**src/ordered_value_list_defines.svh**
```systemverilog
// ----------------------------------------------------------------------------
// Ordered value list assertion macros
// Shared assertion shorthands, clocked on clk_i and held off during reset.
// ----------------------------------------------------------------------------
`ifndef ORDERED_VALUE_LIST_DEFINES_SVH
`define ORDERED_VALUE_LIST_DEFINES_SVH

// Checks that a property holds at every rising clock edge out of reset.
`define OVL_ASSERT(label, prop, msg) \
  label: assert property (@(posedge clk_i) disable iff (!rst_ni) (prop)) else $error(msg);

// Checks that a condition is never true at a rising clock edge out of reset.
`define OVL_NEVER(label, cond, msg) \
  `OVL_ASSERT(label, !(cond), msg)

`endif

```
**src/ovl_pkg.sv**
```systemverilog
// ----------------------------------------------------------------------------
// Ordered value list package
// Sizes, operation codes and derived widths shared by the list logic.
// ----------------------------------------------------------------------------
package ovl_pkg;

  localparam int unsigned DEPTH       = 16;
  localparam int unsigned DATA_W      = 32;
  localparam int unsigned CMD_W       = 2;
  localparam int unsigned COUNT_OUT_W = 5;
  localparam int unsigned AW          = $clog2(DEPTH);
  localparam int unsigned CW          = $clog2(DEPTH + 1);

  typedef enum logic [CMD_W-1:0] {
    CMD_FRONT  = 2'd0,
    CMD_BACK   = 2'd1,
    CMD_DELETE = 2'd2,
    CMD_SEARCH = 2'd3
  } cmd_e;

endpackage

```
**src/ovl_ram.sv**
```systemverilog
// ----------------------------------------------------------------------------
// Generic simple dual-port RAM
// One write port and one read port with registered read data.
// ----------------------------------------------------------------------------
module ovl_ram #(
  parameter int unsigned Width = 32,
  parameter int unsigned Depth = 16,
  localparam int unsigned AddrW = $clog2(Depth)
) (
  input  logic             clk_i,
  input  logic             we_i,
  input  logic [AddrW-1:0] waddr_i,
  input  logic [Width-1:0] wdata_i,
  input  logic             re_i,
  input  logic [AddrW-1:0] raddr_i,
  output logic [Width-1:0] rdata_o
);

  logic [Width-1:0] mem [Depth];
  logic [Width-1:0] rdata_q;

  always_ff @(posedge clk_i) begin
    if (we_i) begin
      mem[waddr_i] <= wdata_i;
    end
    if (re_i) begin
      rdata_q <= mem[raddr_i];
    end
  end

  assign rdata_o = rdata_q;

endmodule

```
**src/ordered_value_list.sv**
```systemverilog
// ----------------------------------------------------------------------------
// Ordered value list
// Holds an ordered sequence of signed values in a RAM and serves insert-front,
// insert-back, delete-first-match and search operations, one result each.
// ----------------------------------------------------------------------------
//   channel | signals                              | direction
//   in      | in_valid_i, in_stall_o, cmd_i,       | transfer into the block
//           | value_i                              |
//   out     | out_valid_o, out_stall_i, hit_o,     | transfer out of the block
//           | rejected_o, entry_count_o            |
//
// Insert-back and a rejected insert go straight to the finish state; search
// and delete scan from the first entry, insert-front shifts up from the last
// and then writes the head, as the sequencer walks the held entries one a cycle.
// Reset clears the entry count and the control state; the RAM needs no clearing pass.
// A new item is taken while an earlier result waits in the output register;
// the block then holds its finished result until the output register frees.
// ----------------------------------------------------------------------------
`include "ordered_value_list_defines.svh"

module ordered_value_list
  import ovl_pkg::*;
(
  input  logic                          clk_i,
  input  logic                          rst_ni,
  input  logic                          in_valid_i,
  output logic                          in_stall_o,
  input  logic [CMD_W-1:0]              cmd_i,
  input  logic signed [DATA_W-1:0]      value_i,
  output logic                          out_valid_o,
  input  logic                          out_stall_i,
  output logic                          hit_o,
  output logic                          rejected_o,
  output logic [COUNT_OUT_W-1:0]        entry_count_o
);

  localparam logic [1:0] S_IDLE = 2'd0;
  localparam logic [1:0] S_SCAN = 2'd1;
  localparam logic [1:0] S_PUT  = 2'd2;
  localparam logic [1:0] S_FIN  = 2'd3;

  logic [1:0]               state_q, state_d;
  logic [CW-1:0]            count_q, count_d;
  logic                     rd_more_q, rd_more_d;
  logic                     pend_q, pend_d;
  logic                     out_valid_q, out_valid_d;
  cmd_e                     cmd_q, cmd_d;
  logic signed [DATA_W-1:0] value_q, value_d;
  logic [AW-1:0]            rd_idx_q, rd_idx_d;
  logic [AW-1:0]            pend_idx_q, pend_idx_d;
  logic                     found_q, found_d;
  logic                     hit_q, hit_d;
  logic                     rej_q, rej_d;
  logic                     out_hit_q, out_rej_q;
  logic [COUNT_OUT_W-1:0]   out_count_q;

  logic                     ram_we, ram_re;
  logic [AW-1:0]            ram_waddr;
  logic [DATA_W-1:0]        ram_wdata, ram_rdata;

  logic                     in_accept, out_load, full, empty, match;
  logic [AW-1:0]            last_idx, scan_end;

  ovl_ram #(
    .Width(DATA_W),
    .Depth(DEPTH)
  ) u_ram (
    .clk_i  (clk_i),
    .we_i   (ram_we),
    .waddr_i(ram_waddr),
    .wdata_i(ram_wdata),
    .re_i   (ram_re),
    .raddr_i(rd_idx_q),
    .rdata_o(ram_rdata)
  );

  assign in_stall_o = (state_q != S_IDLE);
  assign in_accept  = in_valid_i && !in_stall_o;
  assign full       = (count_q == CW'(DEPTH));
  assign empty      = (count_q == '0);
  assign last_idx   = AW'(count_q - CW'(1));
  assign scan_end   = (cmd_q == CMD_FRONT) ? '0 : last_idx;
  assign match      = pend_q && (ram_rdata == value_q);

  always_comb begin
    state_d    = state_q;
    count_d    = count_q;
    rd_more_d  = rd_more_q;
    pend_d     = 1'b0;
    pend_idx_d = pend_idx_q;
    rd_idx_d   = rd_idx_q;
    cmd_d      = cmd_q;
    value_d    = value_q;
    found_d    = found_q;
    hit_d      = hit_q;
    rej_d      = rej_q;
    ram_we     = 1'b0;
    ram_re     = 1'b0;
    ram_waddr  = '0;
    ram_wdata  = ram_rdata;
    out_load   = 1'b0;
    unique case (state_q)
      S_IDLE: begin
        if (in_accept) begin
          cmd_d   = cmd_e'(cmd_i);
          value_d = value_i;
          hit_d   = 1'b0;
          rej_d   = 1'b0;
          found_d = 1'b0;
          unique case (cmd_e'(cmd_i)) inside
            CMD_FRONT: begin
              if (full) begin
                rej_d   = 1'b1;
                state_d = S_FIN;
              end else if (empty) begin
                state_d = S_PUT;
              end else begin
                rd_idx_d  = last_idx;
                rd_more_d = 1'b1;
                state_d   = S_SCAN;
              end
            end
            CMD_BACK: begin
              if (full) begin
                rej_d = 1'b1;
              end else begin
                ram_we    = 1'b1;
                ram_waddr = AW'(count_q);
                ram_wdata = value_i;
                count_d   = count_q + CW'(1);
              end
              state_d = S_FIN;
            end
            CMD_DELETE, CMD_SEARCH: begin
              if (empty) begin
                state_d = S_FIN;
              end else begin
                rd_idx_d  = '0;
                rd_more_d = 1'b1;
                state_d   = S_SCAN;
              end
            end
            default: state_d = S_IDLE;
          endcase
        end
      end
      S_SCAN: begin
        if (rd_more_q) begin
          ram_re     = 1'b1;
          pend_d     = 1'b1;
          pend_idx_d = rd_idx_q;
          if (rd_idx_q == scan_end) begin
            rd_more_d = 1'b0;
          end else if (cmd_q == CMD_FRONT) begin
            rd_idx_d = rd_idx_q - AW'(1);
          end else begin
            rd_idx_d = rd_idx_q + AW'(1);
          end
        end
        if (pend_q) begin
          if (cmd_q == CMD_FRONT) begin
            ram_we    = 1'b1;
            ram_waddr = pend_idx_q + AW'(1);
          end else if (cmd_q == CMD_DELETE && found_q) begin
            ram_we    = 1'b1;
            ram_waddr = pend_idx_q - AW'(1);
          end
          if (match) begin
            found_d = 1'b1;
          end
          if (!rd_more_q) begin
            if (cmd_q == CMD_FRONT) begin
              state_d = S_PUT;
            end else begin
              hit_d = found_q || match;
              if (cmd_q == CMD_DELETE && (found_q || match)) begin
                count_d = count_q - CW'(1);
              end
              state_d = S_FIN;
            end
          end
        end
      end
      S_PUT: begin
        ram_we    = 1'b1;
        ram_waddr = '0;
        ram_wdata = value_q;
        count_d   = count_q + CW'(1);
        state_d   = S_FIN;
      end
      S_FIN: begin
        if (!out_valid_q || !out_stall_i) begin
          out_load = 1'b1;
          state_d  = S_IDLE;
        end
      end
      default: state_d = S_IDLE;
    endcase
  end

  always_comb begin
    out_valid_d = out_valid_q;
    if (out_load) begin
      out_valid_d = 1'b1;
    end else if (!out_stall_i) begin
      out_valid_d = 1'b0;
    end
  end

  always_ff @(posedge clk_i or negedge rst_ni) begin
    if (!rst_ni) begin
      state_q     <= S_IDLE;
      count_q     <= '0;
      rd_more_q   <= 1'b0;
      pend_q      <= 1'b0;
      out_valid_q <= 1'b0;
    end else begin
      state_q     <= state_d;
      count_q     <= count_d;
      rd_more_q   <= rd_more_d;
      pend_q      <= pend_d;
      out_valid_q <= out_valid_d;
    end
  end

  always_ff @(posedge clk_i) begin
    cmd_q      <= cmd_d;
    value_q    <= value_d;
    rd_idx_q   <= rd_idx_d;
    pend_idx_q <= pend_idx_d;
    found_q    <= found_d;
    hit_q      <= hit_d;
    rej_q      <= rej_d;
    if (out_load) begin
      out_hit_q   <= hit_q;
      out_rej_q   <= rej_q;
      out_count_q <= COUNT_OUT_W'(count_q);
    end
  end

  assign out_valid_o   = out_valid_q;
  assign hit_o         = out_hit_q;
  assign rejected_o    = out_rej_q;
  assign entry_count_o = out_count_q;

  `OVL_ASSERT(a_count_bound, count_q <= CW'(DEPTH), "entry count exceeds capacity")
  `OVL_ASSERT(a_out_from_fin, $rose(out_valid_q) |-> $past(state_q) == S_FIN,
              "result appeared without a finished item")
  `OVL_ASSERT(a_scan_in_range, (state_q == S_SCAN && rd_more_q) |-> CW'(rd_idx_q) < count_q,
              "scan read beyond the held entries")
  `OVL_NEVER(a_no_write_in_fin, ram_we && state_q == S_FIN, "RAM written while finishing")
  `OVL_NEVER(a_flags_exclusive, out_valid_q && out_hit_q && out_rej_q,
             "hit and rejected both set")

endmodule
```
**config.mk**
```make
export PLATFORM = sky130hd
export DESIGN_NAME = ordered_value_list
export DESIGN_NICKNAME = d
export VERILOG_FILES = /design/src/ovl_pkg.sv /design/src/ovl_ram.sv /design/src/ordered_value_list.sv
export VERILOG_INCLUDE_DIRS = /design/src /design/src/src
export SDC_FILE = /design/constraint.sdc
export NUM_CORES = 1
export LEC_CHECK = 0
export BUFFER_PORTS_ARGS = -buffer_cell sky130_fd_sc_hd__buf_2
export CORE_ASPECT_RATIO = 0.75
export CORE_MARGIN = 2
export CORE_UTILIZATION = 60
export DETAILED_ROUTE_END_ITERATION = 10
export PLACE_DENSITY_LB_ADDON = 0.12
export SKIP_LAST_GASP = 1
export SLEW_MARGIN = 20
export SYNTH_ARGS = -nofsm -noshare
export SYNTH_HDL_FRONTEND = slang
export SYNTH_SLANG_ARGS = --single-unit
```
**constraint.sdc**
```tcl
create_clock -name clk_i -period 11.5 [get_ports clk_i]
set_clock_uncertainty 0.1 [all_clocks]
set_input_delay 2.3 -clock clk_i [delete_from_list [all_inputs] [get_ports clk_i]]
set_output_delay 2.3 -clock clk_i [all_outputs]
set_load 0.05 [all_outputs]
```
* Yosys cells after proc, flatten, opt, wreduce, memory -nomap -nowiden
Memories as Yosys holds them, arrays and structs flattened. A register that Yosys moved wholly into a read port is not among the register bits.
Cells that the tools add are included.
** Storage, ports and cells
- Register bits :: 62
- Bits in writable memories :: 512
- Output and inout port bits :: 9
- Word-level logic and storage cells :: 144
- Memories kept :: 1
** Cells by class
- $add $sub $neg :: 6
- Equality and inequality tests :: 26
- Multiplexer cells :: 70
- Reduce and logical (&&, ||, !) cells :: 26
** Memories
- u_ram.mem :: words 16, width 32, rd ports 1, clocked after memory_dff 1, write ports 1, line ovl_ram.sv:19 : logic [Width-1:0] mem [Depth];
** Operators with widths (count)
- 2-to-1 mux 32 bit :: 3
- case mux 32 bit (2 select lines) :: 1
- 2-to-1 mux 4 bit :: 14
- 2-to-1 mux 5 bit :: 7
- equality test 32 bit :: 1
- 2-to-1 mux 1 bit :: 27
- case mux 4 bit (2 select lines) :: 3
- != test 2 bit, second input constant :: 11
- AND reduction 8 bit :: 2
- case mux 5 bit (3 select lines) :: 1
- 2-to-1 mux 2 bit :: 7
- AND reduction 4 bit :: 3
- equality test 2 bit, second input constant :: 5
- != test 3 bit, second input constant :: 3
- adder 4 x 1 -> 4 bit, second input constant :: 2
- case mux 1 bit (2 select lines) :: 4
- case mux 2 bit (4 select lines) :: 1
- subtractor 4 x 1 -> 4 bit, second input constant :: 2
- zero test 2 bit :: 3
- case mux 2 bit (3 select lines) :: 1
- adder 5 x 1 -> 5 bit, second input constant :: 1
- equality test 5 bit, second input constant :: 1
- zero test 5 bit :: 1
- AND reduction 5 bit :: 1
- other kinds (13) :: 23

* Logic depth before layout (Yosys ltp)
Gate-level depths: netlist of run 1.
- Depth after elaboration :: 9
- Depth in mapped cells :: 9

* Modules after synthesis
Synthesis of run 1 repeated with hierarchy kept, for this count alone.
** Second synthesis, totals
- Cells, all modules :: 1228
- Area total of the unflattened synthesis :: 24060.6 um2
** Modules (own cells, without submodules)
- ovl_ram :: times used 1, cells an instance 838, area each 20155.6 um2, sequential area each 16335.7 um2
- ordered_value_list :: times used 1, cells an instance 390, area each 3905.0 um2, sequential area each 1811.7 um2

* Worst setup path before layout of run 1
OpenSTA, ideal clock, no wires.
- Path kind :: input to register
- Start point :: input port in_valid_i
- End point :: memory u_ram.mem[2][0], enable pin
- Library setup time :: 0.421 ns
- Arrival :: 5.025 ns
- Path slack :: 5.954 ns
- Stages on the path :: 5
- Buffers on the path :: 0
- Cell sequence :: inv_1 -> nor4_4 -> a22oi_1 -> or4_4 -> nor2_1
** Between the ends
- Longest elaborated chain between the ends :: 5
- Elaborated cells on any way between the ends :: 7
- Those cells by class :: 6 x mux; 1 x reduce/logical
** RTL lines
- from (decl) :: line ordered_value_list.sv:26 : input logic in_valid_i,
- logical AND 1 bit (*) :: line ordered_value_list.sv:78 : assign in_accept = in_valid_i && !in_stall_o;
- 2-to-1 mux 1 bit :: line ordered_value_list.sv:104 : if (in_accept) begin
- case mux 1 bit (3 select lines) :: line ordered_value_list.sv:102 : unique case (state_q)
- 2-to-1 mux 1 bit :: line ovl_ram.sv:23 : if (we_i) begin
- 2-to-1 mux 1 bit (implied by the code) :: line ovl_ram.sv:24 : mem[waddr_i] <= wdata_i;
- to (decl) :: line ovl_ram.sv:19
Mark *: on every way between the ends. The rest lies on a longest branch, timed or not.

* Worst setup path in the final report of run 1
- Start point :: input port cmd_i[1]
- End point :: memory u_ram.mem[10][13], enable pin
** Between the ends
- Longest elaborated chain between the ends :: 6
- Elaborated cells on any way between the ends :: 9
- Those cells by class :: 1 x eq/ne; 8 x mux
** RTL lines
- from (decl) :: line ordered_value_list.sv:28 : input logic [CMD_W-1:0] cmd_i,
- equality test 2 x 1 -> 1 bit (no source line) (*)
- 2-to-1 mux 1 bit :: line ordered_value_list.sv:110 : unique case (cmd_e'(cmd_i)) inside
- 2-to-1 mux 1 bit :: line ordered_value_list.sv:104
- case mux 1 bit (3 select lines) :: line ordered_value_list.sv:102
- 2-to-1 mux 1 bit :: line ovl_ram.sv:23
- 2-to-1 mux 1 bit (implied by the code) :: line ovl_ram.sv:24
Marks and branches as above.

==> results of run 1 <==
==> logic make-up (layout without fill, tap and decap cells) <==
kind of cell	after synthesis	in the layout	synth area share
AOI/OAI and AO/OA	87	87	0.0295
xor gates and xnor gates	45	45	0.0164
adders and majority gates	13	13	0.00708
buffers and inverters	101	228	0.0165
DFF	606	606	0.755
muxes	167	167	0.153
and+or+nand+nor	96	96	0.0229
==> metrics by stage <==
| step | utilization | std cells |
|---|---|---|
| global placement | 0.635 | 1656 |
| finish | 0.680 | 1762 |
| CTS | 0.679 | 1761 |
| floorplan | - | 1115 |
| global route | 0.680 | 1762 |
| detailed placement | 0.636 | 1658 |
==> cell type report <==
cell class              count  share of cell area
repair buffers             76              0.0194
clock buffers              75              0.0560
well taps                 520              0.0242
flip-flops and latches    606               0.676
multi-input cells         408               0.210
inverters                  49             0.00685
clock inverters            28             0.00750
==> worst max-delay path, stage by stage <==
cell      delay, ns
buf_2          0.16
nand2b_1       0.24
nor4_4         0.30
a22oi_1        0.20
or4_4          0.64
nor2_4         0.68
buf_4          0.44
==> report_power, final <==
group          switching, mW  total (mW)  internal (mW)  leakage, nW
combinational           1.40        2.29          0.888         2.26
clock                  0.777        1.74          0.961        0.831
sequential             0.149        3.34           3.19         5.52
==> flip-flops by register name (all words and copies together), names as in the netlist, 2 cells and up <==
signal,cells
rd_idx_q,4
count_q,5
entry_count_o,5
value_q,32
pend_idx_q,4
u_ram.mem,512
state_q,2
cmd_q,2
u_ram.rdata_o,32
==> final timing paths <==
path                                  from                 to  slack [ns]  cells after the start
worst max-delay path              cmd_i[1]  u_ram.mem[10][13]        6.69                      7
worst min-delay path                 rej_q         rejected_o        0.34                      0
worst max register to register  state_q[1]  u_ram.mem[10][13]        7.48                      9
worst min register to register       rej_q         rejected_o        0.34                      0
max in group asynchronous           rst_ni             pend_q        9.59                      1
min in group asynchronous           rst_ni        out_valid_o        1.48                      1
==> layout by cell type (no fill, tap or decap), types with 11 or more instances in the layout <==
| master | n |
|---|---|
| edfxtp_1 | 596 |
| nand2_1 | 11 |
| clkinv_1 | 14 |
| clkbuf_1 | 16 |
| buf_4 | 26 |
| inv_1 | 47 |
| nor2_4 | 17 |
| ha_1 | 11 |
| clkbuf_16 | 56 |
| xnor2_1 | 37 |
| mux4_2 | 160 |
| buf_2 | 46 |
| a222oi_1 | 29 |
==> per-layer routing <==
metal,vias to the layer above,part of all wire
met4,0,0.013
met1,6280,0.43
li1,4848,-
met3,61,0.090
met2,600,0.47
met5,-,0
==> flow_summary.yaml, run 1 <==
critical_path:
  endpoint_kind: "register"
  cp.arrival_ns: 4.97
  path_max_fanout: 17
  crit_required_ns: 11.66
  crit_type: "in -> reg"
  cp-start-kind: "input port"
synthesis:
  syn-cell-area_um2: 24000
  synthesis.nets: 1166
  synth_edf_count: 596
  ys_seq_elements: 606
  ys_types: 57
  synthTopCellsByArea: "edfxtp_1 74%, mux4_2 15%, xnor2_1 1.3%"
  synthArstFlopShare: 0.0165
  ys_seq_area_frac: 0.755
  yosysTopAreaCellShare: 0.744
  synth_common_cells: "596 x edfxtp_1, 160 x mux4_2, 47 x inv_1"
  synth.most_common_cell: "edfxtp_1"
  yosys_warnings: 0
  yosys.area.top_type: "edfxtp_1"
  synth.avg_cell_area_um2: 21.6
  syn_inst: 1115
  synth_ff_type: "edfxtp_1"
sta:
  finalWorstSetupSlack_ns: 6.69
  tightestPinTransition_ns: 0.976
  setup-tns-final_ns: 0
  slew-limit-headroom: 0.343
  finalSetupViolations: 0
  min_period_ns: 4.81
  final-hold-violation-count: 0
  fmax_mhz: 208
  hold_slack_ns: 0.340
  fin_crit_sh: 0.418
  rsz0062_at_grt: "false"
  slew_viol_final: 0
detailed_routing:
  drt_iter0_markers: 1737
  drt_pass1_iterations: 6
  ant_nets: 0
  vias: 11800
  wirelength_mm: 53.5
  drc: 0
  viasPerCell: 6.69
  wl_per_cell_um: 30.3
layout:
  layout-drive-gt1-share: 0.275
  fillers: 2422
  regArea_um2: 18100
  num-nets-final: 1247
  multi_input_area_um2: 5650
  diodes: 0
  post-route-cell-area_um2: 26900
  area_growth_pct: 11.7
clock_tree:
  cts_tree: "built"
  cts.sinks: 606
  cts_setup_buffers: 0
  path_clk_slew_ns: 0.06
  clockBufferDepth: 3
  cts_buffers: 55
  ctsResizeCount: 0
  ctsHoldBuffers: 0
  cts_root_buf: "clkbuf_16"
  htree_levels: 2
  clock_latency_ns: 0.59
global_routing:
  use_met1: 0.416
  grt.overflow.total: 0
  use_met3: 0.0457
  grt_pass1_wl_mm: 79.1
  grt_pass1_vias: 11700
  antenna_found_initial: 0
  top_usage_layer: "met1"
  grt_max_degree: 97
  use_met2: 0.404
  grt_usage: 0.265
floorplanning:
  initial_core_util: 0.609
  fp.coreArea_um2: 39500
  die_x_um: 235
  die-area_um2: 41700
  io_pins: 47
  die_h_um: 177
  rows: 63
pwr:
  power.total_mw: 7.36
  powerDensity_nw_per_um2: 274
  vdd_drop_max_v: 0.000216
  p_leak_nw: 8.61
placed_design:
  gp_congestion: 0.854
  dp_hpwl_mm: 29.7
  port_buffers: 46
  place_area_um2: 25100
  post-place-ws_ns: 6.17
outcome:
  outcome: "finished, final reports clean"
run:
  cap_violations: 0
hold_path:
  hold_path_class: "reg -> reg"
Note: power is estimated with default switching activity, not from simulation.
==> run 2, diff against run 1 <==
==> constraint.sdc (replaced) <==
create_clock -name clk_i -period 4.64 [get_ports clk_i]
set_clock_uncertainty 0.1 [all_clocks]
set_input_delay 0.928 -clock clk_i [delete_from_list [all_inputs] [get_ports clk_i]]
set_output_delay 0.928 -clock clk_i [all_outputs]
set_load 0.05 [all_outputs]
==> flow_summary.yaml, run 2 (same netlist as run 1, synthesis figures left out) <==
pwr:
  vdd_drop_max_v: 0.000427
  powerDensity_nw_per_um2: 686
  pwr-share-clk: 0.235
  p_leak_nw: 8.71
  seqPwrFrac: 0.450
  p_switching_mw: 5.89
  switching_share: 0.318
  p_int_mw: 12.6
  combPwrFrac: 0.314
clock_tree:
  cts_root_buf: "clkbuf_16"
  cts_buffers: 54
  ctsResizeCount: 0
  clockBufferDepth: 3
  ctsHoldBuffers: 0
  cts_setup_buffers: 0
  path_clk_slew_ns: 0.06
  htree_levels: 2
  cts.sinks: 606
  cts_tree: "built"
  clock_latency_ns: 0.59
layout:
  layout_common_cells: "596 x edfxtp_1, 160 x mux4_2, 55 x clkbuf_16"
  regMostFlops: "u_ram.mem"
  post-route-cell-area_um2: 27000
  layout-drive-gt1-share: 0.280
  largest_register_ffs: 512
  area_growth_pct: 12.4
  final_common_cell: "edfxtp_1"
  diodes: 0
  num-nets-final: 1262
sta:
  fin_crit_sh: 0.819
  tightestPinTransition_ns: 1.11
  hold_slack_ns: 0.118
  min_period_ns: 3.80
  finalWorstSetupSlack_ns: 0.838
  finalSetupViolations: 0
  slew-limit-headroom: 0.253
  final-hold-violation-count: 0
  slew_viol_final: 0
  fmax_mhz: 263
  setup-tns-final_ns: 0
  rsz0062_at_grt: "false"
detailed_routing:
  drt_iter0_markers: 1446
  vias: 11700
  wl_per_cell_um: 30.6
  drc: 0
  viasPerCell: 6.61
  drt_pass1_iterations: 5
  ant_nets: 0
  wirelength_mm: 54.3
global_routing:
  grt_pass1_vias: 11600
  antenna_found_initial: 1
  grt_pass1_wl_mm: 79.8
  grt.overflow.total: 0
  grt_max_degree: 38
  grt_usage: 0.269
run:
  cap_violations: 0
critical_path:
  cp-start-kind: "register"
  crit_type: "reg -> reg"
  cp.arrival_ns: 3.99
  crit_required_ns: 4.83
  path_max_fanout: 18
  endpoint_kind: "register"
floorplanning:
  initial_core_util: 0.609
  io_pins: 47
  fp.coreArea_um2: 39500
  die_h_um: 177
  die-area_um2: 41700
  rows: 63
  die_x_um: 235
placed_design:
  place_area_um2: 25300
  dp_hpwl_mm: 33.2
  post-place-ws_ns: 0.711
  gp_congestion: 0.846
  port_buffers: 46
hold_path:
  hold_path_class: "in -> async"
outcome:
  outcome: "finished, final reports clean"
-- run 2: cell count changes in the layout (fill, tap and decap cells not counted), moves of 3 or more --
cell       before  now
buf_4          26   36
o21ai_0         9   12
clkbuf_8        3    0
buf_12          2   10
bufinv_16       2    5
o21ai_2         3    0
-- run 2: per-layer routing --
layer  global-route usage  share of wire  up-vias  routed length (um)
li1                     -              -     4884                   -
met3               0.0501          0.087       89                4700
met4               0.0720          0.024        2                1320
met1                0.412           0.43     6171               23100
met2                0.408           0.46      573               25100
met5                    0        0.00024        -                  13
-- run 2: final cells by class --
cell class                 count  area, um^2
tap                          520         651
timing repair buffer          92         701
fill                        2422       12500
multi-input combinational    408        5640
clock inverter                28         268
clock buffer                  70        1430
sequential                   606       18100
inverter                      49         184
-- run 2: power groups by stage --
stage	logic, mW	clock network [mW]	registers, mW
floorplan	3.94	0	8.30
global placement	5.76	0	8.43
detailed placement	5.85	0	8.44
CTS	5.87	4.43	8.34
global route	6.25	4.63	8.40
finish	5.82	4.36	8.35
-- run 2: per-stage QoR --
stage | power [mW] | util | std cells
global route | 19.3 | 0.684 | 1773
global placement | 14.2 | 0.641 | 1675
finish | 18.5 | 0.684 | 1773
floorplan | 12.2 | - | 1115
CTS | 18.6 | 0.684 | 1773
detailed placement | 14.3 | 0.641 | 1675
-- run 2: worst paths after layout --
check | startpoint | end | slack [ns] | cells after the start
worst min-delay path | rst_ni | out_valid_o | 0.12 | 1
worst max-delay path | count_q[0] | u_ram.mem[4][14] | 0.84 | 9
worst min register to register | rej_q | rejected_o | 0.35 | 0
worst max register to register | count_q[0] | u_ram.mem[4][14] | 0.84 | 9
max in group asynchronous | rst_ni | pend_q | 4.09 | 1
min in group clk_i | rej_q | rejected_o | 0.35 | 0
-- run 2: critical path: stages (launching register included) --
cell and delay, ns:
dfrtp_1 0.48, inv_1 0.19, ha_1 0.23, nor4bb_4 0.36, nor4_4 0.09, buf_4 0.21
a22oi_1 0.29, or4b_4 0.59, nor2_4 0.63, buf_4 0.32
